$ cat config.mk
export PLATFORM = sky130hd
export DESIGN_NAME = newreno_congestion_window
export DESIGN_NICKNAME = d
export VERILOG_FILES = /design/src/sv/nrcw_pkg.sv /design/src/sv/nrcw_div.sv /design/src/sv/newreno_congestion_window.sv
export SDC_FILE = /design/constraint.sdc
export NUM_CORES = 2
export LEC_CHECK = 0
export BUFFER_PORTS_ARGS = -buffer_cell sky130_fd_sc_hd__buf_2
export CORE_MARGIN = 3
export CORE_UTILIZATION = 55
export CTS_BUF_LIST = sky130_fd_sc_hd__clkbuf_4
export CTS_CLUSTER_DIAMETER = 80
export DETAILED_ROUTE_END_ITERATION = 8
export HOLD_SLACK_MARGIN = 0.05
export PLACE_DENSITY_LB_ADDON = 0.25
export SLEW_MARGIN = 10
export SYNTH_ARGS = -nofsm -noshare
export SYNTH_HDL_FRONTEND = slang
export SYNTH_SLANG_ARGS = --single-unit
$ cat constraint.sdc
create_clock -name i_clk -period 20.5 [get_ports i_clk]
set_clock_uncertainty 0.05 [all_clocks]
set_input_delay 3.075 -clock i_clk [delete_from_list [all_inputs] [get_ports i_clk]]
set_output_delay 3.075 -clock i_clk [all_outputs]
set_load 0.005 [all_outputs]
$ cat src/sv/nrcw_pkg.sv
package nrcw_pkg;

    // Fixed field widths
    localparam int OP_W       = 2;
    localparam int BYTE_W     = 16;
    localparam int TIME_W     = 48;
    localparam int FIELD_W    = 48;
    localparam int DATAGRAM_W = 16;
    localparam int MIN_WIN_W  = 20;
    localparam int CFG_DATA_W = 20;
    localparam int CFG_IDX_W  = 1;
    localparam int PROD_W     = DATAGRAM_W + BYTE_W;

    // Event codes
    localparam logic [OP_W-1:0] OP_SENT  = 2'd0;
    localparam logic [OP_W-1:0] OP_ACKED = 2'd1;
    localparam logic [OP_W-1:0] OP_LOST  = 2'd2;

    // Configuration register indexes
    localparam logic [CFG_IDX_W-1:0] CFG_MAX_DATAGRAM_SIZE = 1'b0;
    localparam logic [CFG_IDX_W-1:0] CFG_MINIMUM_WINDOW    = 1'b1;

    // Reset values
    localparam logic [31:0]           INITIAL_WINDOW   = 32'd14720;
    localparam logic [DATAGRAM_W-1:0] RESET_DATAGRAM   = 16'd1200;
    localparam logic [MIN_WIN_W-1:0]  RESET_MIN_WINDOW = 20'd2400;

    typedef struct packed {
        logic [OP_W-1:0]   operation;
        logic [BYTE_W-1:0] byte_count;
        logic [TIME_W-1:0] packet_sent_time;
        logic [TIME_W-1:0] current_time;
    } t_in_req;

    typedef struct packed {
        logic               can_send;
        logic [FIELD_W-1:0] available_window;
        logic [FIELD_W-1:0] window_bytes;
        logic [FIELD_W-1:0] slow_start_threshold;
        logic [FIELD_W-1:0] flight_bytes;
        logic               recovering;
    } t_out_res;

    typedef enum logic [3:0] {
        S_IDLE,
        S_FLIGHT,
        S_ACK,
        S_SLOW,
        S_MUL,
        S_DIV,
        S_GROW,
        S_LOSS,
        S_REPORT
    } t_state;

endpackage

$ cat src/sv/nrcw_div.sv
module nrcw_div #(
    parameter int DIVISOR_W = 48
) (
    input  logic                        i_clk,
    input  logic                        i_rst_n,
    input  logic                        i_start,
    input  logic [nrcw_pkg::PROD_W-1:0] i_dividend,
    input  logic [DIVISOR_W-1:0]        i_divisor,
    output logic                        o_done,
    output logic [nrcw_pkg::PROD_W-1:0] o_quotient
);
    import nrcw_pkg::*;

    localparam int CNT_W = $clog2(PROD_W + 1);

    logic                 r_busy;
    logic                 r_done;
    logic [CNT_W-1:0]     r_count;
    logic [DIVISOR_W-1:0] r_rem;
    logic [DIVISOR_W-1:0] r_div;
    logic [PROD_W-1:0]    r_quo;

    logic [DIVISOR_W:0]   w_trial;
    logic [DIVISOR_W:0]   w_diff;
    logic                 w_ge;

    // One restoring step: shift in the next dividend bit, trial subtract
    assign w_trial = {r_rem, r_quo[PROD_W-1]};
    assign w_diff  = w_trial - {1'b0, r_div};
    assign w_ge    = (w_trial >= {1'b0, r_div});

    always_ff @(posedge i_clk) begin
        if (!i_rst_n) begin
            r_busy  <= 1'b0;
            r_done  <= 1'b0;
            r_count <= '0;
        end else begin
            r_done <= 1'b0;
            if (i_start) begin
                r_busy  <= 1'b1;
                r_count <= CNT_W'(PROD_W);
            end else if (r_busy) begin
                r_count <= r_count - CNT_W'(1);
                if (r_count == CNT_W'(1)) begin
                    r_busy <= 1'b0;
                    r_done <= 1'b1;
                end
            end
        end
    end

    always_ff @(posedge i_clk) begin
        if (i_start) begin
            r_rem <= '0;
            r_quo <= i_dividend;
            r_div <= i_divisor;
        end else if (r_busy) begin
            r_rem <= w_ge ? w_diff[DIVISOR_W-1:0] : w_trial[DIVISOR_W-1:0];
            r_quo <= {r_quo[PROD_W-2:0], w_ge};
        end
    end

    assign o_done     = r_done;
    assign o_quotient = r_quo;

endmodule

$ cat src/sv/newreno_congestion_window.sv
// Channel   Direction  Handshake                  Payload
// request   in         i_in_valid / o_in_stall    i_in_data  (t_in_req)
// result    out        o_out_valid / i_out_stall  o_out_data (t_out_res)
// config    in         i_cfg_we                   i_cfg_index, i_cfg_data
//
// Sent, lost and slow-start ack requests need no divide; a congestion-avoidance
// ack on a nonzero window waits for the growth quotient, which comes from a restoring
// divider that retires one bit a cycle over the 32-bit product.
// o_in_stall is high from acceptance until the result is loaded.
// Synchronous active-low reset restores the initial window and registers.
// A stalled result holds in the output register; the next request is still
// taken and waits at the end of its work until the register frees up.
module newreno_congestion_window #(
    parameter int COUNT_WIDTH = 48
) (
    input  logic                              i_clk,
    input  logic                              i_rst_n,
    input  logic                              i_in_valid,
    output logic                              o_in_stall,
    input  nrcw_pkg::t_in_req                 i_in_data,
    output logic                              o_out_valid,
    input  logic                              i_out_stall,
    output nrcw_pkg::t_out_res                o_out_data,
    input  logic                              i_cfg_we,
    input  logic [nrcw_pkg::CFG_IDX_W-1:0]    i_cfg_index,
    input  logic [nrcw_pkg::CFG_DATA_W-1:0]   i_cfg_data
);
    import nrcw_pkg::*;

    localparam logic [COUNT_WIDTH-1:0] COUNT_MAX = {COUNT_WIDTH{1'b1}};

    // Sequencer and request holding register
    t_state  r_state, n_state;
    t_in_req r_req;

    // Congestion state
    logic [COUNT_WIDTH-1:0] r_cwnd, n_cwnd;
    logic [COUNT_WIDTH-1:0] r_thr, n_thr;
    logic [COUNT_WIDTH-1:0] r_inflight, n_inflight;
    logic                   r_recov, n_recov;
    logic [TIME_W-1:0]      r_rstart, n_rstart;

    // Configuration
    logic [DATAGRAM_W-1:0]  r_mds;
    logic [MIN_WIN_W-1:0]   r_minw;

    // Result register
    logic     r_out_valid, n_out_valid;
    t_out_res r_out, n_out;

    // Shared saturating adder, floor subtractor and divider
    logic [COUNT_WIDTH-1:0] w_add_a, w_add_b, w_add_res;
    logic [COUNT_WIDTH:0]   w_add_sum;
    logic [COUNT_WIDTH-1:0] w_bytes, w_fsub_res;
    logic                   w_div_start, w_div_done;
    logic [PROD_W-1:0]      w_quo;
    logic [COUNT_WIDTH-1:0] w_half, w_minw;
    logic [COUNT_WIDTH-1:0] w_avail;
    logic                   w_can_send, w_out_free;
    logic                   w_in_acc;

    nrcw_div #(
        .DIVISOR_W (COUNT_WIDTH)
    ) u_div (
        .i_clk      (i_clk),
        .i_rst_n    (i_rst_n),
        .i_start    (w_div_start),
        .i_dividend (PROD_W'(r_mds) * PROD_W'(r_req.byte_count)),
        .i_divisor  (r_cwnd),
        .o_done     (w_div_done),
        .o_quotient (w_quo)
    );

    assign w_bytes  = COUNT_WIDTH'(r_req.byte_count);
    assign w_minw   = COUNT_WIDTH'(r_minw);
    assign w_half   = {1'b0, r_cwnd[COUNT_WIDTH-1:1]};
    assign w_in_acc = i_in_valid && !o_in_stall;

    // Saturating add: inflight in the flight step, the window otherwise
    always_comb begin
        w_add_a = (r_state == S_FLIGHT) ? r_inflight : r_cwnd;
        w_add_b = (r_state == S_GROW) ? COUNT_WIDTH'(w_quo) : w_bytes;
    end
    assign w_add_sum  = {1'b0, w_add_a} + {1'b0, w_add_b};
    assign w_add_res  = (w_add_sum >= {1'b0, COUNT_MAX}) ? COUNT_MAX
                                                         : w_add_sum[COUNT_WIDTH-1:0];
    // Subtract acked or lost bytes, floor at zero
    assign w_fsub_res = (w_bytes >= r_inflight) ? '0 : r_inflight - w_bytes;

    assign w_can_send = (r_inflight < r_cwnd);
    assign w_avail    = w_can_send ? r_cwnd - r_inflight : '0;
    assign w_out_free = !r_out_valid || !i_out_stall;

    always_ff @(posedge i_clk) begin
        if (!i_rst_n) begin
            r_state <= S_IDLE;
        end else begin
            r_state <= n_state;
        end
    end

    always_comb begin
        n_state     = r_state;
        n_cwnd      = r_cwnd;
        n_thr       = r_thr;
        n_inflight  = r_inflight;
        n_recov     = r_recov;
        n_rstart    = r_rstart;
        n_out_valid = r_out_valid && i_out_stall;
        n_out       = r_out;
        w_div_start = 1'b0;

        unique case (r_state)
            S_IDLE: begin
                if (i_in_valid) begin
                    n_state = S_FLIGHT;
                end
            end
            S_FLIGHT: begin
                // Update bytes in flight (not for a zero-byte ack or unused code), then branch on event kind
                case (r_req.operation)
                    OP_SENT: begin
                        n_inflight = w_add_res;
                        n_state    = S_REPORT;
                    end
                    OP_ACKED: begin
                        if (r_req.byte_count == '0) begin
                            n_state = S_REPORT;
                        end else begin
                            n_inflight = w_fsub_res;
                            n_state    = S_ACK;
                        end
                    end
                    OP_LOST: begin
                        n_inflight = w_fsub_res;
                        n_state    = S_LOSS;
                    end
                    default: begin
                        n_state = S_REPORT;
                    end
                endcase
            end
            S_ACK: begin
                // During recovery, acks of packets sent at or before recovery start leave the window alone
                if (r_recov && (r_req.packet_sent_time <= r_rstart)) begin
                    n_state = S_REPORT;
                end else begin
                    n_recov = 1'b0;
                    n_state = S_SLOW;
                end
            end
            S_SLOW: begin
                if (r_cwnd < r_thr) begin
                    n_cwnd  = w_add_res;
                    n_state = S_REPORT;
                end else if (r_cwnd == '0) begin
                    n_state = S_REPORT;
                end else begin
                    n_state = S_MUL;
                end
            end
            S_MUL: begin
                // Product is registered inside the divider on start
                w_div_start = 1'b1;
                n_state     = S_DIV;
            end
            S_DIV: begin
                if (w_div_done) begin
                    n_state = S_GROW;
                end
            end
            S_GROW: begin
                n_cwnd  = w_add_res;
                n_state = S_REPORT;
            end
            S_LOSS: begin
                // Unless inside the current recovery, open a new period: halve the window, floor at minimum
                if (!r_recov || (r_req.packet_sent_time > r_rstart)) begin
                    n_rstart = r_req.current_time;
                    n_recov  = 1'b1;
                    n_thr    = (w_half < w_minw) ? w_minw : w_half;
                    n_cwnd   = (w_half < w_minw) ? w_minw : w_half;
                end
                n_state = S_REPORT;
            end
            S_REPORT: begin
                // Hold until the output register is free, then load the status
                if (w_out_free) begin
                    n_out_valid                = 1'b1;
                    n_out.can_send             = w_can_send;
                    n_out.available_window     = FIELD_W'(w_avail);
                    n_out.window_bytes         = FIELD_W'(r_cwnd);
                    n_out.slow_start_threshold = FIELD_W'(r_thr);
                    n_out.flight_bytes         = FIELD_W'(r_inflight);
                    n_out.recovering           = r_recov;
                    n_state                    = S_IDLE;
                end
            end
            default: begin
                n_state = S_IDLE;
            end
        endcase
    end

    always_ff @(posedge i_clk) begin
        if (!i_rst_n) begin
            r_cwnd      <= COUNT_WIDTH'(INITIAL_WINDOW);
            r_thr       <= COUNT_MAX;
            r_inflight  <= '0;
            r_recov     <= 1'b0;
            r_rstart    <= '0;
            r_out_valid <= 1'b0;
            r_mds       <= RESET_DATAGRAM;
            r_minw      <= RESET_MIN_WINDOW;
        end else begin
            r_cwnd      <= n_cwnd;
            r_thr       <= n_thr;
            r_inflight  <= n_inflight;
            r_recov     <= n_recov;
            r_rstart    <= n_rstart;
            r_out_valid <= n_out_valid;
            if (i_cfg_we) begin
                unique case (i_cfg_index)
                    CFG_MAX_DATAGRAM_SIZE: r_mds  <= i_cfg_data[DATAGRAM_W-1:0];
                    CFG_MINIMUM_WINDOW:    r_minw <= i_cfg_data[MIN_WIN_W-1:0];
                    default: ;
                endcase
            end
        end
    end

    // Payload registers
    always_ff @(posedge i_clk) begin
        if (w_in_acc) begin
            r_req <= i_in_data;
        end
        r_out <= n_out;
    end

    assign o_in_stall  = (r_state != S_IDLE);
    assign o_out_valid = r_out_valid;
    assign o_out_data  = r_out;

    // An accepted request always starts at the flight update
    a_accept_starts: assert property (@(posedge i_clk) disable iff (!i_rst_n)
        w_in_acc |=> (r_state == S_FLIGHT))
        else $error("accepted request did not start the sequencer");

    // During recovery the window sits at the threshold set by the loss
    a_recov_window: assert property (@(posedge i_clk) disable iff (!i_rst_n)
        r_recov |-> (r_cwnd == r_thr))
        else $error("window differs from threshold during recovery");

    // Divider completes only while the sequencer waits for it
    a_div_done: assert property (@(posedge i_clk) disable iff (!i_rst_n)
        w_div_done |-> (r_state == S_DIV))
        else $error("divider finished outside the divide wait");

    // Recovery opens only from the loss step
    a_recov_open: assert property (@(posedge i_clk) disable iff (!i_rst_n)
        $rose(r_recov) |-> ($past(r_state) == S_LOSS))
        else $error("recovery opened outside the loss step");

endmodule

==> results.md <==
Outcome:
- The run finished with clean final reports.

Clocking:
- The clock latency reported for the late side of the worst-skew pair is 1.10 ns.
- The number of clock buffers inserted by TritonCTS is 180.
- The clock tree root buffer cell is sky130_fd_sc_hd__clkbuf_4.
- The number of resized instances in the post-cts repair step is 0.
- The clock-pin slew of the registers on the worst-case setup and hold paths is roughly 0.070 ns.
- After clock tree synthesis, the setup repair step added 0 buffers.
- The clock tree from TritonCTS is built.
- Buffers inserted to repair hold after CTS numbered 0.
- In this run the number of H-tree levels came out at 4.
- The maximum clock path buffer count is 3.
- The clock net in this run drives a total of 678 sinks.

Detailed routing:
- The routed layout has 38,485 vias.
- The detail-routed via count per cell is 5.98.
- The number of DRC violations after detailed routing is 0.
- Once detail routing completed, the nets flagged for antenna violations numbered 0.
- The total routed wirelength is 144,000 um.
- In the final routed layout, each cell accounts on average for 22.4 um.
- The starting DRC count in detailed routing is 3,384.
- The count of TritonRoute iterations in the first routing pass is 6.

Finish:
- With fillers left out, the area of the finished cells amounts to 0.0508 sq mm.
- The ratio of cells with drive above 1 in the final layout is approximately 14%.
- The number of nets in the layout is 5,913.
- The area growth from synthesis to layout is 11.6%.
- In the layout the commonest cells are 609 x sky130_fd_sc_hd__nand2_1, 514 x sky130_fd_sc_hd__inv_1, 388 x sky130_fd_sc_hd__edfxtp_1, 367 x sky130_fd_sc_hd__ha_1, 336 x sky130_fd_sc_hd__a21oi_1.
- The number of standard cells in the final layout excluding fillers is 6,432.
- The library cell used most frequently in the layout, excluding fill and tap cells, is sky130_fd_sc_hd__nand2_1.

Timing:
- In this run the tightest slew margin relative to its limit is 21.5%.
- The total negative slack for setup checks is 0 ns.
- Setup violations remaining at the end of the flow were counted as 0.
- The number of max-slew violations in the final report came to 0.
- The post-layout minimum cycle time is 7.29 ns.
- The final critical path takes up 35.6% of the cycle.
- For this run, the top clock speed supported by timing is 0.137 GHz.
- For the pin with the worst max-slew slack, the measured transition is 1.16 ns.
- Setup repair after global routing left no endpoint under its margin.
- The number of hold violations in the final report is 0.

Pwr:
- Combinational cells account for 48.5% of the total power.
- The leakage power is 22.9 nW.
- For this design the ratio of total power to cell area is between 100 and 150 mW/mm^2.
- IR analysis of the VDD net gives a maximum drop of 118 uV.
- For this design the total switching power over the nets is roughly 2.5 mW.
- Sequential cells account for roughly 30% of the total power.
- The internal cell power is roughly 3.4 mW.
- Per report_power, the clock group accounts for 21.8% of the total.
- Net switching is 42.3% of the power.

Setup path:
- Along the worst path, the maximum fanout reaches 18.
- Setup slack on the worst reg-to-reg path comes out at 13.21 ns.
- The number of buffers and inverters on the critical path is 3.
- The signal on the critical path passes through nand2_1 > fa_1 > fa_1 > inv_1 > fa_1 > fa_1 > fa_1 > inv_1 > fa_1 > inv_1 > ha_1 > a21o_1 > a21o_1 > a21o_1 > a21o_1 > a21o_1 > a21o_1 > a21oi_1 > o2bb2ai_1 > or4b_2 > a31oi_1 > xnor2_1 > o21ai_0.
- The data arrival at the endpoint of the critical path is between 8 and 9 ns.
- Grouping stages by cell kind, the critical path spends the most delay in adder cells.
- The worst setup path is of the reg2reg kind.
- The cell at the slowest stage of the critical path is sky130_fd_sc_hd__edfxtp_1.
- For the worst setup path, the data required time is between 20 and 25 ns.
- The endpoint type of the worst setup path is a flip-flop.
- In this design, the stage delay of the slowest critical-path cell is 0.82 ns.
- The worst setup path is launched from a flip-flop.

Synthesis:
- The gate count after technology mapping is approximately 4,800.
- Yosys attributes the largest share of cell area to sky130_fd_sc_hd__edfxtp_1 26%, sky130_fd_sc_hd__dfxtp_1 13%, sky130_fd_sc_hd__ha_1 10%.
- The sequential element share of the synthesized area is 38.4%.
- The biggest area contributor in the post-synthesis netlist is sky130_fd_sc_hd__edfxtp_1.
- Yosys printed 0 warnings.
- The share of synthesized registers carrying an async set or reset is 0%.
- The number of library cell types mapped by synthesis is 85.
- The synthesized design contains 678 register bits.
- The number of flops mapped to enable cells by yosys is a little under 400.
- The number of nets handed over by synthesis was 5,551.
- Summing every instance area after synthesis gives between 0.04 and 0.05 sq mm.
- The synthesized area divided by synthesized cell count is 9.39 sq um.
- The dominant register cell in the synthesized netlist is sky130_fd_sc_hd__edfxtp_1.
- The area share of the largest cell type after synthesis is around a quarter.

Floorplan:
- The y dimension of the die is 294 um.
- The initial standard-cell utilization of the core is 56.0%.
- The floorplan die width is ~300 um.
- The initialized floorplan defines 104 standard-cell rows.
- The floorplan step defined a core boundary enclosing 0.0812 sq mm.
- The floorplan step defined a die boundary enclosing 0.0862 sq mm.
- For this design the top-level I/O count stands at between 300 and 400.

Global routing:
- The pin count of the biggest net entering global routing is 90.
- In the global route stage, overall resource usage came out at 33.1%.
- The number of global-route vias before repair is 37,420.
- The initial antenna violation count is 9.
- The wire length of the first global-routing pass is between 200,000 and 250,000 um.
- For this run the aggregate overflow at the end of global routing stands at 0.

Place:
- The sum of net half-perimeters after detailed placement is 107,000 um.
- In this run the tool buffered the top-level ports with around 340 buffer cells.
- After detailed placement, the design holds a cell count of 6,086.
- After detailed placement, the total cell area comes to 0.0483 sq mm.
- The weighted congestion at the end of routability-driven global placement is about 1.0.

Flow run:
- The max-cap violation count is 0.

Hold path:
- The type of the most critical hold path is reg2reg.
[flip-flops by register name, summed over array words and instances, names as in the netlist]
signal and cells:
r_thr 48, u_div.r_rem 48, u_div.r_busy 1, r_recov 1, r_inflight 48, r_mds 16
u_div.o_done 1, r_cwnd 48, o_out_valid 1, u_div.r_count 6, u_div.o_quotient 32, o_out_data 194
r_state 4, u_div.r_div 48, r_req 114, r_rstart 48, r_minw 20
[cell families after synthesis]
logic type,synth area share (%)
flops,38.4
mux,1.99
compound gates,16.2
xor+xnor,3.23
fa+ha+maj,18.8
buf+inv,6.25
simple gates,15.2
[per-stage QoR]
step	util (%)	hold WS (ns)	setup WS [ns]	total power, mW
2_1_floorplan	-	0.356	7.46	3.83
3_3_place_gp	59.4	0.366	13.23	4.51
3_5_place_dp	59.4	0.364	13.15	4.53
4_1_cts	62.5	0.366	13.20	5.83
5_1_grt	62.5	0.391	12.84	6.28
6_report	62.5	0.383	13.21	5.84
[layer usage]
| metal | vias up | routed length (um) | global-route usage [%] |
|---|---|---|---|
| li1 | 17784 | - | - |
| met1 | 18498 | 60000 | 45.1 |
| met2 | 1844 | 63400 | 50.4 |
| met3 | 357 | 14600 | 8.85 |
| met4 | 2 | 6050 | 13.8 |
| met5 | - | 13 | 0 |
[layout make-up]
| type | instances | area (sq um) |
|---|---|---|
| timing repair buffer | 413 | 2260 |
| clock inverter | 61 | 408 |
| antenna | 11 | 27.5 |
| multi-input combinational | 3419 | 25300 |
| sequential | 678 | 17500 |
| fill | 6952 | 30400 |
| inverter | 516 | 1940 |
| clock buffer | 274 | 2060 |
| tap | 1060 | 1330 |
[final timing paths]
check,from,to,depth (start not counted)
worst max-delay path,r_req[105]$_DFFE_PP_,u_div.o_quotient[31]$_DFFE_PP_,23
worst min-delay path,r_thr[22]$_SDFFE_PN1P_,o_out_data[71]$_DFFE_PP_,0
worst max register to register,r_req[105]$_DFFE_PP_,u_div.o_quotient[31]$_DFFE_PP_,23
worst min register to register,r_thr[22]$_SDFFE_PN1P_,o_out_data[71]$_DFFE_PP_,0
[Yosys cell counts (129+ instances only)]
library cell and n:
sky130_fd_sc_hd__nand2_1 610, sky130_fd_sc_hd__a21oi_1 338, sky130_fd_sc_hd__ha_1 367, sky130_fd_sc_hd__nand3_1 129
sky130_fd_sc_hd__clkbuf_1 199, sky130_fd_sc_hd__dfxtp_1 290, sky130_fd_sc_hd__edfxtp_1 388, sky130_fd_sc_hd__and2_1 145
sky130_fd_sc_hd__o21ai_0 245, sky130_fd_sc_hd__inv_1 515, sky130_fd_sc_hd__a21o_1 156, sky130_fd_sc_hd__nor2_1 218
sky130_fd_sc_hd__fa_1 198
[power groups by stage]
stage | registers, mW | logic [mW] | clock network, mW
floorplan | 1.72 | 2.11 | 0
global placement | 1.75 | 2.76 | 0
detailed placement | 1.76 | 2.78 | 0
CTS | 1.73 | 2.80 | 1.30
global route | 1.74 | 3.16 | 1.38
finish | 1.73 | 2.83 | 1.28
Note: power is estimated with default switching activity, not from simulation.
